$ cat config.mk
export PLATFORM = sky130hd
export DESIGN_NAME = date_add_signed_days
export DESIGN_NICKNAME = d
export VERILOG_FILES = /design/src/hw/rtl/dasd_pkg.sv /design/src/hw/rtl/dasd_ctrl.sv /design/src/hw/rtl/dasd_datapath.sv /design/src/hw/rtl/date_add_signed_days.sv
export VERILOG_INCLUDE_DIRS = /design/src /design/src/hw/rtl
export SDC_FILE = /design/constraint.sdc
export NUM_CORES = 1
export LEC_CHECK = 0
export ABC_AREA = 0
export BUFFER_PORTS_ARGS = -buffer_cell sky130_fd_sc_hd__buf_2
export CAP_MARGIN = 10
export CORE_MARGIN = 1
export CORE_UTILIZATION = 55
export CTS_CLUSTER_DIAMETER = 30
export CTS_CLUSTER_SIZE = 20
export DETAILED_ROUTE_END_ITERATION = 8
export HOLD_SLACK_MARGIN = 0.12
export MAX_ROUTING_LAYER = met4
export PLACE_DENSITY = 0.72
export SYNTH_ARGS = -nofsm -noshare
export SYNTH_HDL_FRONTEND = slang
export SYNTH_SLANG_ARGS = --single-unit
$ cat constraint.sdc
create_clock -name clk -period 6.1 [get_ports clk]
set_input_delay 1.22 -clock clk [delete_from_list [all_inputs] [get_ports clk]]
set_output_delay 1.22 -clock clk [all_outputs]
set_load 0.005 [all_outputs]
$ cat src/hw/rtl/assert_macros.svh
// Assertion helpers for the RTL.
`ifndef ASSERT_MACROS_SVH
`define ASSERT_MACROS_SVH

`ifndef NO_ASSERTIONS

// Clocked property, disabled while in reset.
`define ASSERT_CLK(label, clk, rst_n, prop, msg) \
    label: assert property (@(posedge clk) disable iff (!rst_n) prop) else $error(msg);

// Condition that must never hold outside reset.
`define ASSERT_NEVER(label, clk, rst_n, cond, msg) \
    label: assert property (@(posedge clk) disable iff (!rst_n) !(cond)) else $error(msg);

`else

`define ASSERT_CLK(label, clk, rst_n, prop, msg)
`define ASSERT_NEVER(label, clk, rst_n, cond, msg)

`endif

`endif

$ cat src/hw/rtl/dasd_pkg.sv
package dasd_pkg;

    localparam int YEAR_W = 14;
    localparam int MON_W  = 4;
    localparam int DAY_W  = 5;
    localparam int OFF_W  = 23;
    localparam int SER_W  = 22;
    localparam int SUM_W  = 25;

    localparam logic [YEAR_W-1:0] YEAR_MIN = 14'd1;
    localparam logic [YEAR_W-1:0] YEAR_MAX = 14'd9999;
    localparam logic [MON_W-1:0]  MONTH_JAN = 4'd1;
    localparam logic [MON_W-1:0]  MONTH_FEB = 4'd2;
    localparam logic [MON_W-1:0]  MONTH_DEC = 4'd12;

    localparam logic [SER_W-1:0] DAYS_400   = 22'd146097;
    localparam logic [SER_W-1:0] DAYS_100   = 22'd36524;
    localparam logic [SER_W-1:0] DAYS_4     = 22'd1461;
    localparam logic [SER_W-1:0] DAYS_1     = 22'd365;
    // serial of 9999-12-31, counting 0001-01-01 as zero
    localparam logic [SER_W-1:0] SERIAL_MAX = 22'd3652058;

    // x / 25 == (x * 5243) >> 17 for x below 2500
    localparam logic [12:0] RECIP_25    = 13'd5243;
    localparam int          RECIP_SHIFT = 17;

    typedef enum logic [3:0] {
        CMD_NONE,
        CMD_LOAD,
        CMD_DIV,
        CMD_BASE,
        CMD_SUM,
        CMD_CLAMP,
        CMD_STEP400,
        CMD_STEP100,
        CMD_STEP4,
        CMD_STEP1,
        CMD_MONTH,
        CMD_FINISH
    } dp_cmd_t;

    typedef struct packed {
        logic step_ok;
    } dp_stat_t;

    function automatic logic [DAY_W-1:0] month_len(input logic [MON_W-1:0] m,
                                                   input logic leap);
        logic [DAY_W-1:0] len;
        case (m) inside
            4'd4, 4'd6, 4'd9, 4'd11: len = 5'd30;
            4'd2:                    len = leap ? 5'd29 : 5'd28;
            default:                 len = 5'd31;
        endcase
        return len;
    endfunction

    // days in the months ahead of m, common year
    function automatic logic [8:0] days_before(input logic [MON_W-1:0] m);
        logic [8:0] n;
        case (m)
            4'd2:    n = 9'd31;
            4'd3:    n = 9'd59;
            4'd4:    n = 9'd90;
            4'd5:    n = 9'd120;
            4'd6:    n = 9'd151;
            4'd7:    n = 9'd181;
            4'd8:    n = 9'd212;
            4'd9:    n = 9'd243;
            4'd10:   n = 9'd273;
            4'd11:   n = 9'd304;
            4'd12:   n = 9'd334;
            default: n = 9'd0;
        endcase
        return n;
    endfunction

endpackage

$ cat src/hw/rtl/dasd_ctrl.sv
`include "assert_macros.svh"

module dasd_ctrl (
    input  logic              clk,
    input  logic              rst_n,
    input  logic              start,
    output logic              busy,
    output logic              done,
    output dasd_pkg::dp_cmd_t cmd,
    input  dasd_pkg::dp_stat_t stat
);
    import dasd_pkg::*;

    typedef enum logic [3:0] {
        S_IDLE,
        S_DIV,
        S_BASE,
        S_SUM,
        S_CLAMP,
        S_Q400,
        S_Q100,
        S_Q4,
        S_Q1,
        S_MON,
        S_FIN
    } state_t;

    state_t state_reg, state_next;
    logic   busy_reg, busy_next;
    logic   done_reg, done_next;

    always_comb
    begin
        state_next = state_reg;
        busy_next  = busy_reg;
        done_next  = 1'b0;
        cmd        = CMD_NONE;
        unique case (state_reg)
            S_IDLE:
            begin
                if (start)
                begin
                    cmd        = CMD_LOAD;
                    busy_next  = 1'b1;
                    state_next = S_DIV;
                end
            end
            S_DIV:
            begin
                cmd        = CMD_DIV;
                state_next = S_BASE;
            end
            S_BASE:
            begin
                cmd        = CMD_BASE;
                state_next = S_SUM;
            end
            S_SUM:
            begin
                cmd        = CMD_SUM;
                state_next = S_CLAMP;
            end
            S_CLAMP:
            begin
                cmd        = CMD_CLAMP;
                state_next = S_Q400;
            end
            // each step state subtracts once per cycle until it no longer fits or reaches its cap
            S_Q400:
            begin
                cmd = CMD_STEP400;
                if (!stat.step_ok)
                    state_next = S_Q100;
            end
            S_Q100:
            begin
                cmd = CMD_STEP100;
                if (!stat.step_ok)
                    state_next = S_Q4;
            end
            S_Q4:
            begin
                cmd = CMD_STEP4;
                if (!stat.step_ok)
                    state_next = S_Q1;
            end
            S_Q1:
            begin
                cmd = CMD_STEP1;
                if (!stat.step_ok)
                    state_next = S_MON;
            end
            S_MON:
            begin
                cmd = CMD_MONTH;
                if (!stat.step_ok)
                    state_next = S_FIN;
            end
            S_FIN:
            begin
                cmd        = CMD_FINISH;
                busy_next  = 1'b0;
                done_next  = 1'b1;
                state_next = S_IDLE;
            end
            default:
            begin
                state_next = S_IDLE;
                busy_next  = 1'b0;
            end
        endcase
    end

    always_ff @(posedge clk or negedge rst_n)
    begin
        if (!rst_n)
        begin
            state_reg <= S_IDLE;
            busy_reg  <= 1'b0;
            done_reg  <= 1'b0;
        end
        else
        begin
            state_reg <= state_next;
            busy_reg  <= busy_next;
            done_reg  <= done_next;
        end
    end

    assign busy = busy_reg;
    assign done = done_reg;

    `ASSERT_CLK(a_done_single, clk, rst_n, done |=> !done, "done longer than one cycle")
    `ASSERT_CLK(a_accept_busy, clk, rst_n, (start && !busy) |=> busy, "accept without busy")
    `ASSERT_CLK(a_busy_drop_done, clk, rst_n, $fell(busy) |-> done, "busy fell without done")
    `ASSERT_NEVER(a_idle_busy, clk, rst_n, (state_reg == S_IDLE) && busy, "busy in idle")

endmodule

$ cat src/hw/rtl/dasd_datapath.sv
module dasd_datapath (
    input  logic                              clk,
    input  dasd_pkg::dp_cmd_t                 cmd,
    output dasd_pkg::dp_stat_t                stat,
    input  logic [dasd_pkg::YEAR_W-1:0]       start_year,
    input  logic [dasd_pkg::MON_W-1:0]        start_month,
    input  logic [dasd_pkg::DAY_W-1:0]        start_day,
    input  logic signed [dasd_pkg::OFF_W-1:0] day_offset,
    output logic [dasd_pkg::YEAR_W-1:0]       result_year,
    output logic [dasd_pkg::MON_W-1:0]        result_month,
    output logic [dasd_pkg::DAY_W-1:0]        result_day,
    output logic                              out_of_range
);
    import dasd_pkg::*;

    localparam logic [1:0] Q_CAP   = 2'd3;
    localparam logic [4:0] Q4_LAST = 5'd24;

    logic [YEAR_W-1:0]       p_reg;
    logic [MON_W-1:0]        mon_reg;
    logic [DAY_W-1:0]        day_reg;
    logic signed [OFF_W-1:0] off_reg;
    logic [6:0]              b_reg;
    logic [4:0]              c_reg;
    logic                    leap_reg;
    logic [SER_W-1:0]        base_reg;
    logic signed [SUM_W-1:0] sum_reg;
    logic [SER_W-1:0]        rem_reg;
    logic                    flag_reg;
    logic [YEAR_W-1:0]       year_reg;
    logic [1:0]              q100_reg;
    logic [4:0]              q4_reg;
    logic [1:0]              q1_reg;
    logic [YEAR_W-1:0]       res_year_reg;
    logic [MON_W-1:0]        res_month_reg;
    logic [DAY_W-1:0]        res_day_reg;
    logic                    res_flag_reg;

    logic [YEAR_W-1:0] y_clamp;
    logic [MON_W-1:0]  m_clamp;
    logic [11:0]       quarter;
    logic [9:0]        sixteenth;
    logic [SUM_W-1:0]  prod_b;
    logic [SUM_W-1:0]  prod_c;
    logic [11:0]       rem100;
    logic [9:0]        rem400;
    logic              leap_in;
    logic [DAY_W-1:0]  mlen_in;
    logic [DAY_W-1:0]  day_clamp;
    logic [SER_W:0]    base_calc;
    logic [SUM_W-1:0]  sum_calc;
    logic              sum_neg;
    logic              sum_over;
    logic              leap_res;
    logic [DAY_W-1:0]  mlen_res;
    logic [SER_W-1:0]  unit;
    logic [YEAR_W-1:0] year_inc;
    logic              step_ok;

    always_comb
    begin
        if (start_year < YEAR_MIN)
            y_clamp = YEAR_MIN;
        else if (start_year > YEAR_MAX)
            y_clamp = YEAR_MAX;
        else
            y_clamp = start_year;

        if (start_month < MONTH_JAN)
            m_clamp = MONTH_JAN;
        else if (start_month > MONTH_DEC)
            m_clamp = MONTH_DEC;
        else
            m_clamp = start_month;
    end

    // p = year - 1; quarter = p/4, b = p/100, c = p/400
    assign quarter   = p_reg[YEAR_W-1:2];
    assign sixteenth = p_reg[YEAR_W-1:4];
    assign prod_b    = SUM_W'(quarter) * SUM_W'(RECIP_25);
    assign prod_c    = SUM_W'(sixteenth) * SUM_W'(RECIP_25);

    // leap test on year = p + 1 from the residues of p
    assign rem100  = quarter - 12'(b_reg) * 12'd25;
    assign rem400  = sixteenth - 10'(c_reg) * 10'd25;
    assign leap_in = (p_reg[1:0] == 2'b11)
                     && (!(rem100 == 12'd24) || ((p_reg[3:0] == 4'hF) && (rem400 == 10'd24)));
    assign mlen_in = month_len(mon_reg, leap_in);

    always_comb
    begin
        if (day_reg == '0)
            day_clamp = DAY_W'(1);
        else if (day_reg > mlen_in)
            day_clamp = mlen_in;
        else
            day_clamp = day_reg;
    end

    assign base_calc = (SER_W+1)'(p_reg) * (SER_W+1)'(DAYS_1) + (SER_W+1)'(quarter)
                       - (SER_W+1)'(b_reg) + (SER_W+1)'(c_reg);

    assign sum_calc = SUM_W'(base_reg) + SUM_W'(days_before(mon_reg))
                      + SUM_W'(leap_reg && (mon_reg > MONTH_FEB))
                      + SUM_W'(day_reg) - SUM_W'(1) + SUM_W'(off_reg);

    assign sum_neg  = sum_reg[SUM_W-1];
    assign sum_over = !sum_neg && (sum_reg[SUM_W-2:0] > (SUM_W-1)'(SERIAL_MAX));

    // leap of the year being built: last year of a 4-year block, not a plain century
    assign leap_res = (q1_reg == Q_CAP) && ((q4_reg != Q4_LAST) || (q100_reg == Q_CAP));
    assign mlen_res = month_len(mon_reg, leap_res);

    always_comb
    begin
        unit     = '0;
        year_inc = '0;
        step_ok  = 1'b0;
        case (cmd)
            CMD_STEP400:
            begin
                unit     = DAYS_400;
                year_inc = YEAR_W'(400);
                step_ok  = rem_reg >= unit;
            end
            CMD_STEP100:
            begin
                unit     = DAYS_100;
                year_inc = YEAR_W'(100);
                step_ok  = (rem_reg >= unit) && (q100_reg != Q_CAP);
            end
            CMD_STEP4:
            begin
                unit     = DAYS_4;
                year_inc = YEAR_W'(4);
                step_ok  = rem_reg >= unit;
            end
            CMD_STEP1:
            begin
                unit     = DAYS_1;
                year_inc = YEAR_W'(1);
                step_ok  = (rem_reg >= unit) && (q1_reg != Q_CAP);
            end
            CMD_MONTH:
            begin
                unit    = SER_W'(mlen_res);
                step_ok = (mon_reg < MONTH_DEC) && (rem_reg >= unit);
            end
            default:
            begin
                unit    = '0;
                step_ok = 1'b0;
            end
        endcase
    end

    assign stat.step_ok = step_ok;

    always_ff @(posedge clk)
    begin
        case (cmd)
            CMD_LOAD:
            begin
                p_reg   <= y_clamp - YEAR_MIN;
                mon_reg <= m_clamp;
                day_reg <= start_day;
                off_reg <= day_offset;
            end
            CMD_DIV:
            begin
                b_reg <= prod_b[RECIP_SHIFT+6:RECIP_SHIFT];
                c_reg <= prod_c[RECIP_SHIFT+4:RECIP_SHIFT];
            end
            CMD_BASE:
            begin
                base_reg <= base_calc[SER_W-1:0];
                leap_reg <= leap_in;
                day_reg  <= day_clamp;
            end
            CMD_SUM:
                sum_reg <= $signed(sum_calc);
            CMD_CLAMP:
            begin
                if (sum_neg)
                    rem_reg <= '0;
                else if (sum_over)
                    rem_reg <= SERIAL_MAX;
                else
                    rem_reg <= sum_reg[SER_W-1:0];
                flag_reg <= sum_neg || sum_over;
                year_reg <= YEAR_MIN;
                mon_reg  <= MONTH_JAN;
                q100_reg <= '0;
                q4_reg   <= '0;
                q1_reg   <= '0;
            end
            CMD_STEP400, CMD_STEP100, CMD_STEP4, CMD_STEP1, CMD_MONTH:
            begin
                if (step_ok)
                begin
                    rem_reg  <= rem_reg - unit;
                    year_reg <= year_reg + year_inc;
                    if (cmd == CMD_STEP100)
                        q100_reg <= q100_reg + 2'd1;
                    if (cmd == CMD_STEP4)
                        q4_reg <= q4_reg + 5'd1;
                    if (cmd == CMD_STEP1)
                        q1_reg <= q1_reg + 2'd1;
                    if (cmd == CMD_MONTH)
                        mon_reg <= mon_reg + MON_W'(1);
                end
            end
            CMD_FINISH:
            begin
                res_year_reg  <= year_reg;
                res_month_reg <= mon_reg;
                res_day_reg   <= rem_reg[DAY_W-1:0] + DAY_W'(1);
                res_flag_reg  <= flag_reg;
            end
            default:
            begin
            end
        endcase
    end

    assign result_year  = res_year_reg;
    assign result_month = res_month_reg;
    assign result_day   = res_day_reg;
    assign out_of_range = res_flag_reg;

endmodule

$ cat src/hw/rtl/date_add_signed_days.sv
// Gregorian date plus signed day offset, one word per start, result on done.
// A shared compare-and-subtract unit steps 400-year, 100-year, 4-year,
// year and month spans one per cycle. busy is low in the done cycle, and a
// new word is taken only once the last is done. done shows for one cycle,
// no stall; the results hold until the next word finishes.
// Reset (rst_n low, asynchronous) returns the controller to idle, no result.
module date_add_signed_days (
    input  logic                              clk,
    input  logic                              rst_n,
    input  logic                              start,
    output logic                              busy,
    output logic                              done,
    input  logic [dasd_pkg::YEAR_W-1:0]       start_year,
    input  logic [dasd_pkg::MON_W-1:0]        start_month,
    input  logic [dasd_pkg::DAY_W-1:0]        start_day,
    input  logic signed [dasd_pkg::OFF_W-1:0] day_offset,
    output logic [dasd_pkg::YEAR_W-1:0]       result_year,
    output logic [dasd_pkg::MON_W-1:0]        result_month,
    output logic [dasd_pkg::DAY_W-1:0]        result_day,
    output logic                              out_of_range
);
    import dasd_pkg::*;

    dp_cmd_t  cmd;
    dp_stat_t stat;

    dasd_ctrl u_ctrl (
        .clk   (clk),
        .rst_n (rst_n),
        .start (start),
        .busy  (busy),
        .done  (done),
        .cmd   (cmd),
        .stat  (stat)
    );

    dasd_datapath u_datapath (
        .clk          (clk),
        .cmd          (cmd),
        .stat         (stat),
        .start_year   (start_year),
        .start_month  (start_month),
        .start_day    (start_day),
        .day_offset   (day_offset),
        .result_year  (result_year),
        .result_month (result_month),
        .result_day   (result_day),
        .out_of_range (out_of_range)
    );

endmodule
# Yosys cells after proc, flatten, opt, wreduce, memory -nomap -nowiden
# Memory sizes are Yosys's and may differ from the RTL's. A register that Yosys moved wholly into a read port is not among the register bits.
# Cells that the tools add are included.
# word_totals
memories	1
regBits	182
elab_cells	183
out_inout_bits	26
inputBits	49
romBits	144
# mem_list
memory	depth	width	read_ports	rd_clocked_by_memory_dff	wr	line_no	text
(no name shown)	16	9	1	1	0	dasd_pkg.sv:60	case (m)
# op_classes
muxes	47
mul	5
n_lt_le_gt_ge	13
n_bitwise	1
n_eq_ne	47
n_reduce_logical	29
n_addsub	18
# op_table
operator	n
18-bit case mux with 5 select lines	1
22-bit 2-to-1 mux	3
4-bit 2-to-1 mux	11
22-bit case mux with 2 select lines	1
4-bit case mux with 11 select lines	1
14-bit 2-to-1 mux	3
4-bit by 3-bit equality test with 1-bit output, second input constant	10
4-bit equality test, second input constant	10
5-bit 2-to-1 mux	8
4-bit case mux with 10 select lines	1
9-bit case mux with 4 select lines	1
14-bit case mux with 2 select lines	1
25-bit by 1-bit adder with 25-bit output	1
25-bit adder	1
25-bit by 5-bit adder with 25-bit output	1
25-bit by 1-bit subtractor with 25-bit output, second input constant	1
24-bit by 22-bit greater-than comparator with 1-bit output, second input constant	1
12-bit by 13-bit multiplier with 24-bit output, second input constant	1
22-bit by 9-bit adder with 23-bit output	1
22-bit by 12-bit adder with 22-bit output	1
22-bit by 5-bit adder with 22-bit output	1
22-bit by 11-bit greater-or-equal comparator with 1-bit output, second input constant	1
22-bit by 16-bit greater-or-equal comparator with 1-bit output, second input constant	1
22-bit by 18-bit greater-or-equal comparator with 1-bit output, second input constant	1
52 further kinds	97

# Longest topological paths before layout
# Gate-level depths: netlist (run 1).
# logic_depth
word_depth	13
ltp_mapped	24
depth_no_buf	24

# Modules after synthesis
# Synthesis (run 1) repeated with hierarchy kept, for this count alone.
# unflattened
cells_unflattened	1951
hier_area_um2	20155.6
# modules_own_cells
module	seq_area_each_um2	n_inst	area_per_inst_um2	cells_per_inst
dasd_datapath	5465.2	1	19769.0	1912
dasd_ctrl	150.1	1	386.6	39

# Worst setup path after synthesis (run 1)
# Ideal clock, no wire load.
# synth_timing
kind	reg2reg
from	reg u_datapath.p_reg[4]
to	reg u_datapath.base_reg[20] (data pin)
arrival_ns	5.229
slack_ns	0.613
t_required_ns	5.842
n_path_buf	0
stages_incl_launch_ff	18
path_cell_list	edfxtp_1 -> inv_1 -> ha_1 -> inv_1 -> fa_1 -> fa_1 -> inv_1 -> fa_1 -> inv_1 -> fa_1 -> ha_1 -> or3_1 -> o211a_1 -> o21a_1 -> o21ai_0 -> o21ai_0 -> a21oi_1 -> xnor2_1
# synth_via
elab_chain_cells	4
# synth_lines
element	line_no	text
start: declaration	dasd_datapath.sv:19	logic [YEAR_W-1:0] p_reg;
start signal: assignment	dasd_datapath.sv:164	p_reg <= y_clamp - YEAR_MIN;
14-bit by 9-bit multiplier with 22-bit output	dasd_datapath.sv:100	assign base_calc = (SER_W+1)'(p_reg) * (SER_W+1)'(DAYS_1) + (SER_W+1)'(quarter)
22-bit by 12-bit adder with 22-bit output *	dasd_datapath.sv:100	
22-bit by 7-bit subtractor with 22-bit output *	dasd_datapath.sv:101	- (SER_W+1)'(b_reg) + (SER_W+1)'(c_reg);
22-bit by 5-bit adder with 22-bit output *	dasd_datapath.sv:101	
via u_datapath.base_calc[20]	dasd_datapath.sv:50	logic [SER_W:0] base_calc;
end signal: assignment	dasd_datapath.sv:176	base_reg <= base_calc[SER_W-1:0];
end: declaration	dasd_datapath.sv:26	logic [SER_W-1:0] base_reg;
# The timed path passes the listed nets; every way through them passes the cells marked *.
# A chain may end at the register's enable or synchronous reset.

# Worst setup path in the final report (run 1)
# layout_timing
from	reg u_datapath.p_reg[11]
to	reg u_datapath.b_reg[4] (data pin)
# layout_via
elab_chain_cells	1
# layout_lines
element	line_no	text
12-bit by 13-bit multiplier with 24-bit output	dasd_datapath.sv:80	assign prod_b = SUM_W'(quarter) * SUM_W'(RECIP_25);
via u_datapath.prod_b[21]	dasd_datapath.sv:43	logic [SUM_W-1:0] prod_b;
end signal: assignment	dasd_datapath.sv:171	b_reg <= prod_b[RECIP_SHIFT+6:RECIP_SHIFT];
end: declaration	dasd_datapath.sv:23	logic [6:0] b_reg;
# The timed path passes the listed nets, and every way through them passes these cells.

==> results.rst, run 1 <==
.. list-table::
   :header-rows: 1

   * - Metric
     - Value
   * - Outcome
     - complete, but fails checks
   * - Violated checks
     - DRC
   * - Tightest slew margin relative to the limit
     - 0.199
   * - Class of the worst hold path
     - flop to flop
   * - Deepest clock path buffer count
     - 2
   * - Routability congestion estimate from global placement
     - 1.00
   * - Hold violation total from the final report
     - 0
   * - Total negative slack
     - 0 ns
   * - CP required
     - 6.31 ns
   * - Time the worst path needs with I/O delays and setup
     - 5.55 ns
   * - Ratio of cells with drive above 1 in the final layout
     - 0.0763
   * - Port bufs
     - 74
   * - Later-pin clock latency in the skew report
     - 0.47 ns
   * - Detailed-route wire length per cell
     - 17.0 um
   * - Fraction of synthesized cell area taken by the top area cell type
     - 0.263
   * - # IOs
     - 75
   * - Number of synthesis warnings
     - 0
   * - Endpoint type of the worst setup path
     - flop
   * - Floorplan die width
     - 193 um
   * - Slowest library cell on the worst path
     - sky130_fd_sc_hd__fa_1
   * - Highest clock frequency the design can meet
     - 180 MHz
   * - Sequence of cells on the critical path
     - fa_1 > inv_1 > fa_1 > inv_1 > fa_1 > inv_1 > fa_1 > inv_1 > fa_1 > ha_1 > o21ai_0 > nand2b_1 > nand4_1 > a21oi_1 > o31ai_1 > nor2_1 > o21a_1 > nor2_1 > xnor2_1
   * - Unrepaired setup endpoints after global routing
     - false
   * - Fraction of the yosys area taken by sequential cells
     - 0.280
   * - Overall Global Routing Usage
     - 0.255
   * - Number of cells upsized or downsized after cts
     - 0
   * - Via/cell ratio
     - 5.56
   * - Synthesized cell area
     - 20,100 um2
   * - Top cells by area, synth
     - sky130_fd_sc_hd__edfxtp_1 26%, sky130_fd_sc_hd__ha_1 21%, sky130_fd_sc_hd__fa_1 16%
   * - Detailed-route via count
     - 14,148
   * - Rows
     - 69
   * - Mean Syn Cell Area
     - 10.1 um2
   * - Count of flip-flops with a built-in enable after synthesis
     - 176
   * - Root Buffer Master
     - sky130_fd_sc_hd__clkbuf_16
   * - Multi-input gate area in the final layout
     - 12,900 um2
   * - Total half-perimeter wirelength after legalization and detailed placement
     - 35.7 mm
   * - Async S/R FF share, synth
     - 0.0314
   * - Most frequent cell on the critical path
     - sky130_fd_sc_hd__fa_1
   * - Worst clock skew on the final layout
     - 0.0232 ns
   * - Share of the clock period used by the worst path
     - 0.909
   * - Via count of the first global-routing pass
     - 14,462
   * - Number of unique standard cell types used by synthesis
     - 85
   * - Maximum number of pins on one net before global-route repair
     - 40
   * - Cell count after synthesis
     - 1,983
   * - Antenna Violating Nets Remaining
     - 0
   * - Die Footprint
     - 37,300 um2
   * - Congestion Overflow GR
     - 0
   * - Starting Density
     - 0.562
   * - Final setup violation count
     - 0
   * - Crit path max fanout
     - 9
   * - Total clock sinks
     - 191
   * - Max FFs per register
     - 25
   * - Routed wire length
     - 43.3 mm
   * - Number of antenna violations at the first check in global routing
     - 0
   * - Total CTS buffers
     - 17
   * - Type of element launching the critical path
     - flop
   * - Reg clk slew, reported paths
     - 0.09 ns
   * - Max incr delay on CP
     - 0.64 ns
   * - Flip-flop and latch count after synthesis
     - 191
   * - Critical path class
     - flop to flop
   * - DRC violations left
     - 4
   * - Max-cap violations
     - 0
   * - Number of violations reported at the end of detailed-routing iteration 0
     - 763
   * - Antenna diode instance count
     - 0
   * - Global-route wire length before repair
     - 71.7 mm
   * - Length of the first detailed-routing pass in iterations
     - 8
   * - Cts hold-fix bufs
     - 0
   * - Worst-margin pin slew
     - 1.19 ns
   * - Area of the core region
     - 35,700 um2
   * - Number of nets at the end of the flow
     - 2,624
   * - Commonest cells after routing, fill and taps aside
     - 374 x sky130_fd_sc_hd__inv_1, 345 x sky130_fd_sc_hd__ha_1, 176 x sky130_fd_sc_hd__edfxtp_1
   * - Main flop type after synthesis
     - sky130_fd_sc_hd__edfxtp_1
   * - Vertical die dimension
     - 193 um
   * - Footprint of the flip-flops and latches
     - 5620 um2
   * - Post-synthesis cell type with the largest combined area
     - sky130_fd_sc_hd__edfxtp_1
   * - Syn-to-layout area delta
     - 8.24%
   * - Synthesized net count
     - 2,535
   * - Fillers
     - 2,983
   * - H-tree levels
     - 4
   * - Post-CTS setup buffer count
     - 0
   * - CTS tree
     - done
   * - Most common cell after layout, fill and taps aside
     - sky130_fd_sc_hd__inv_1
   * - Number of pins with negative max-slew slack in the final report
     - 0
   * - Crit path arrival time
     - 5.76 ns
[cell usage after synthesis, types with 7 or more instances]
cell type and number:
sky130_fd_sc_hd__or2_2 13, sky130_fd_sc_hd__and2_1 8, sky130_fd_sc_hd__o21bai_1 10, sky130_fd_sc_hd__xnor2_1 95, sky130_fd_sc_hd__ha_1 345, sky130_fd_sc_hd__a211oi_1 14, sky130_fd_sc_hd__a21oi_1 89, sky130_fd_sc_hd__o21ai_0 76
sky130_fd_sc_hd__or3_1 11, sky130_fd_sc_hd__nand3_1 35, sky130_fd_sc_hd__o21a_1 19, sky130_fd_sc_hd__nor3_1 39, sky130_fd_sc_hd__xor2_1 33, sky130_fd_sc_hd__o22ai_1 13, sky130_fd_sc_hd__nor2b_1 20, sky130_fd_sc_hd__fa_1 158
sky130_fd_sc_hd__a31oi_1 14, sky130_fd_sc_hd__o211ai_1 7, sky130_fd_sc_hd__clkbuf_1 17, sky130_fd_sc_hd__dfxtp_1 9, sky130_fd_sc_hd__nand2_1 70, sky130_fd_sc_hd__nand2b_1 23, sky130_fd_sc_hd__nand4_1 8, sky130_fd_sc_hd__o21ai_1 13
sky130_fd_sc_hd__nor2_1 135, sky130_fd_sc_hd__o31a_1 8, sky130_fd_sc_hd__edfxtp_1 176, sky130_fd_sc_hd__a21o_1 25, sky130_fd_sc_hd__inv_1 374
[worst max-delay path: cells and delay by family (launching register included)]
kind,cells,cell delay (ns)
AOI/OAI and AO/OA,4,0.91
and+or+nand+nor,4,0.39
DFF,1,0.60
buffers and inverters,4,0.28
adders and majority gates,6,3.06
xor gates and xnor gates,1,0.07
[metal layers]
metal / wire, um / GRT usage / part of all wire
met5: 0 / - / 0
met4: 1580 / 0.103 / 0.036
met3: 1360 / 0.0317 / 0.031
met2: 22400 / 0.452 / 0.52
met1: 18000 / 0.291 / 0.42
[cell families after synthesis]
kind of cell	count (synthesis)	share of synthesized area
AOI/OAI and AO/OA	353	0.113
xor gates and xnor gates	128	0.0558
and+or+nand+nor	399	0.0971
adders and majority gates	503	0.373
buffers and inverters	401	0.0764
muxes	8	0.00530
DFF	191	0.280
[final timing paths]
path	start	endpoint	slack (ns)	cells past startpoint
max	u_datapath.p_reg[11]	u_datapath.b_reg[4]	0.55	19
min	u_datapath.flag_reg	u_datapath.out_of_range	0.47	0
max reg2reg	u_datapath.p_reg[11]	u_datapath.b_reg[4]	0.55	19
min reg2reg	u_datapath.flag_reg	u_datapath.out_of_range	0.47	0
max in group asynchronous	rst_n	u_ctrl.state_reg[1]	5.39	1
min in group asynchronous	rst_n	u_ctrl.state_reg[3]	0.57	1
[final cells by class]
class | count | share of cell area
tap | 461 | 0.0265
clock buffer | 17 | 0.0196
sequential | 191 | 0.258
multi-input combinational | 1391 | 0.595
clock inverter | 15 | 0.00961
timing repair buffer | 95 | 0.0252
inverter | 376 | 0.0653
[metrics by stage]
step,setup slack (ns),hold WS [ns],util,cell area (um2),std cells
2_1_floorplan,0.613,0.400,-,20100,1983
3_3_place_gp,0.586,0.420,0.589,21100,2512
3_5_place_dp,0.372,0.430,0.589,21100,2512
4_1_cts,0.341,0.462,0.607,21700,2544
5_1_grt,0.155,0.462,0.608,21700,2546
6_report,0.554,0.466,0.608,21700,2546
Power of run 1 is not shown: default switching activity piles up to over one toggle a cycle in this logic, so the estimate is an artifact.
==> run 2: changes to the inputs <==
--- a/config.mk
+++ b/config.mk
@@ -7,10 +7,12 @@
 export NUM_CORES = 1
 export LEC_CHECK = 0
 export ABC_AREA = 0
+export ABC_CLOCK_PERIOD_IN_PS = 6100
 export BUFFER_PORTS_ARGS = -buffer_cell sky130_fd_sc_hd__buf_2
 export CAP_MARGIN = 10
 export CORE_MARGIN = 1
 export CORE_UTILIZATION = 55
+export CTS_BUF_LIST = sky130_fd_sc_hd__clkbuf_4 sky130_fd_sc_hd__clkbuf_8
 export CTS_CLUSTER_DIAMETER = 30
 export CTS_CLUSTER_SIZE = 20
 export DETAILED_ROUTE_END_ITERATION = 8
==> results.rst, run 2 (synthesized netlist as in run 1, its figures left out) <==
.. list-table::
   :header-rows: 1

   * - Metric
     - Value
   * - Length of the first detailed-routing pass in iterations
     - 7 (-1)
   * - Via count of the first global-routing pass
     - 14,407 (-0.38%)
   * - Instance count along the most critical hold path
     - 0 (unchanged)
   * - Starting Density
     - 0.562 (unchanged)
   * - Terminus of the critical flop-to-flop path
     - u_datapath.sum_reg[24]
   * - Overall Global Routing Usage
     - 0.252 (-0.00278)
   * - Multi-input gate area in the final layout
     - 12,900 um2 (unchanged)
   * - Maximum number of pins on one net before global-route repair
     - 40 (unchanged)
   * - Max incr delay on CP
     - 0.40 ns (-0.24 ns)
   * - Highest clock frequency the design can meet
     - 180 MHz (-0.35%)
   * - Fillers
     - 3,018 (+1.2%)
   * - Floorplan die width
     - 193 um (unchanged)
   * - Most common cell after layout, fill and taps aside
     - sky130_fd_sc_hd__inv_1
   * - Max FFs per register
     - 25 (unchanged)
   * - R2R Path Start
     - u_datapath.base_reg[0]
   * - Number of pins with negative max-slew slack in the final report
     - 0 (unchanged)
   * - Worst clock skew on the final layout
     - 0.0322 ns (+0.00905 ns)
   * - Number of cells upsized or downsized after cts
     - 0 (unchanged)
   * - Reg clk slew, reported paths
     - 0.13 ns (+0.04 ns)
   * - Detailed-route wire length per cell
     - 16.9 um (-0.88%)
   * - Commonest cells after routing, fill and taps aside
     - 374 x sky130_fd_sc_hd__inv_1, 345 x sky130_fd_sc_hd__ha_1, 176 x sky130_fd_sc_hd__edfxtp_1
   * - Endpoint type of the worst setup path
     - flop
   * - Slowest library cell on the worst path
     - sky130_fd_sc_hd__fa_1
   * - Crit path arrival time
     - 5.82 ns (+0.06 ns)
   * - Total CTS buffers
     - 17 (unchanged)
   * - Area of the core region
     - 35,700 um2 (unchanged)
   * - Later-pin clock latency in the skew report
     - 0.52 ns (+0.05 ns)
   * - Hold violation total from the final report
     - 0 (unchanged)
   * - Tightest slew margin relative to the limit
     - 0.202 (+0.00303)
   * - Critical path class
     - flop to flop
   * - CP required
     - 6.36 ns (+0.05 ns)
   * - Die Footprint
     - 37,300 um2 (unchanged)
   * - Number of violations reported at the end of detailed-routing iteration 0
     - 787 (+3.1%)
   * - Number of nets at the end of the flow
     - 2,624 (unchanged)
   * - Rows
     - 69 (unchanged)
   * - Sequence of cells on the critical path
     - ha_1 > fa_1 > a21o_1 > a21oi_1 > nor2b_1 > o21a_1 > o311a_1 > o21a_1 > or2_2 > ha_1 > inv_1 > ha_1 > ha_1 > or3_1 > o211a_1 > a41oi_1 > a21oi_1 > o41ai_2 > o21ai_1 > a21oi_1 > xnor2_1
   * - R2R cell count
     - 21 (+2)
   * - Global-route wire length before repair
     - 71.1 mm (-0.86%)
   * - Via/cell ratio
     - 5.55 (-0.11%)
   * - Port bufs
     - 74 (unchanged)
   * - Worst-margin pin slew
     - 1.19 ns (-0.00452 ns)
   * - Total negative slack
     - 0 ns (unchanged)
   * - Share of the clock period used by the worst path
     - 0.912 (+0.00320)
   * - CTS tree
     - done
   * - Setup slack of the most critical reg-to-reg path
     - 0.53 ns (-0.02 ns)
   * - Unrepaired setup endpoints after global routing
     - false
   * - Place WS
     - 0.372 ns (unchanged)
   * - Total half-perimeter wirelength after legalization and detailed placement
     - 35.7 mm (unchanged)
   * - Deepest clock path buffer count
     - 2 (unchanged)
   * - Final Hold Slack
     - 0.480 ns (+0.0140 ns)
   * - Footprint of the flip-flops and latches
     - 5620 um2 (unchanged)
   * - Routability congestion estimate from global placement
     - 1.00 (unchanged)
   * - Ratio of cells with drive above 1 in the final layout
     - 0.0763 (unchanged)
   * - Max-cap violations
     - 0 (unchanged)
   * - Antenna Violating Nets Remaining
     - 0 (unchanged)
   * - H-tree levels
     - 4 (unchanged)
   * - Most frequent cell on the critical path
     - sky130_fd_sc_hd__ha_1
   * - Cts hold-fix bufs
     - 0 (unchanged)
   * - Crit path max fanout
     - 5 (-4)
   * - Time the worst path needs with I/O delays and setup
     - 5.57 ns (+0.0195 ns)
   * - Hold Path End
     - u_datapath.out_of_range
   * - Root Buffer Master
     - sky130_fd_sc_hd__clkbuf_8
   * - Outcome
     - complete, but fails checks
   * - Violated checks
     - DRC
   * - Number of antenna violations at the first check in global routing
     - 0 (unchanged)
   * - Total clock sinks
     - 191 (unchanged)
   * - Syn-to-layout area delta
     - 7.29%
   * - Final setup violation count
     - 0 (unchanged)
   * - DRC violations left
     - 4 (unchanged)
   * - Congestion Overflow GR
     - 0 (unchanged)
   * - Hold path startpoint
     - u_datapath.flag_reg
   * - Setup ws final
     - 0.535 ns (-0.0195 ns)
   * - Antenna diode instance count
     - 0 (unchanged)
   * - Routed wire length
     - 43.0 mm (-0.88%)
   * - Detailed-route via count
     - 14,132 (-0.11%)
   * - # IOs
     - 75 (unchanged)
   * - Type of element launching the critical path
     - flop
   * - Class of the worst hold path
     - flop to flop
   * - Vertical die dimension
     - 193 um (unchanged)
-- run 2: layer usage --
metal | track usage | part of all wire | vias to the layer above
li1 | - | - | 6939
met1 | 0.292 | 0.42 | 6821
met2 | 0.447 | 0.52 | 298
met3 | 0.0295 | 0.032 | 74
met4 | 0.0925 | 0.033 | 0
met5 | - | 0 | -
-- run 2: how the worst max path moves through the flow --
stage / slack (ns) / depth (start not counted) / from / end
6_report: 0.53 / 21 / u_datapath.base_reg[0] / u_datapath.sum_reg[24]
5_1_grt: 0.15 / 23 / u_datapath.base_reg[1] / u_datapath.sum_reg[24]
4_1_cts: 0.33 / 24 / u_datapath.base_reg[0] / u_datapath.sum_reg[24]
3_5_place_dp: 0.37 / 24 / u_datapath.base_reg[0] / u_datapath.sum_reg[24]
3_3_place_gp: 0.59 / 24 / u_datapath.base_reg[0] / u_datapath.sum_reg[24]
2_1_floorplan: 0.61 / 17 / u_datapath.p_reg[4] / u_datapath.base_reg[20]
-- run 2: area by class of cell --
class,count,area share
multi-input combinational,1391,0.601
inverter,376,0.0659
tap,461,0.0268
timing repair buffer,95,0.0254
sequential,191,0.261
clock inverter,15,0.00970
clock buffer,17,0.0109
-- run 2: metrics by stage --
stage,utilization,cells,cell area (um2)
global placement,0.589,2512,21100
CTS,0.602,2544,21500
finish,0.603,2546,21500
floorplan,-,1983,20100
detailed placement,0.589,2512,21100
global route,0.603,2546,21500
-- run 2: what timing repair did --
item / CTS / global route
hold endpoints to repair: 0 / 0
buffers inserted: 0 / 1
setup endpoints to repair: 0 / 2
-- run 2: worst max-delay path: cells and delay by family (launching register included) --
kind,cells,cell delay (ns)
AO/OA/AOI/OAI,11,2.61
adder cells (fa/ha/maj),5,1.45
AND/OR/NAND/NOR,3,0.77
flip-flops,1,0.39
XOR/XNOR,1,0.09
buffers and inverters,1,0.04
Power of run 2 is left out for the same reason.
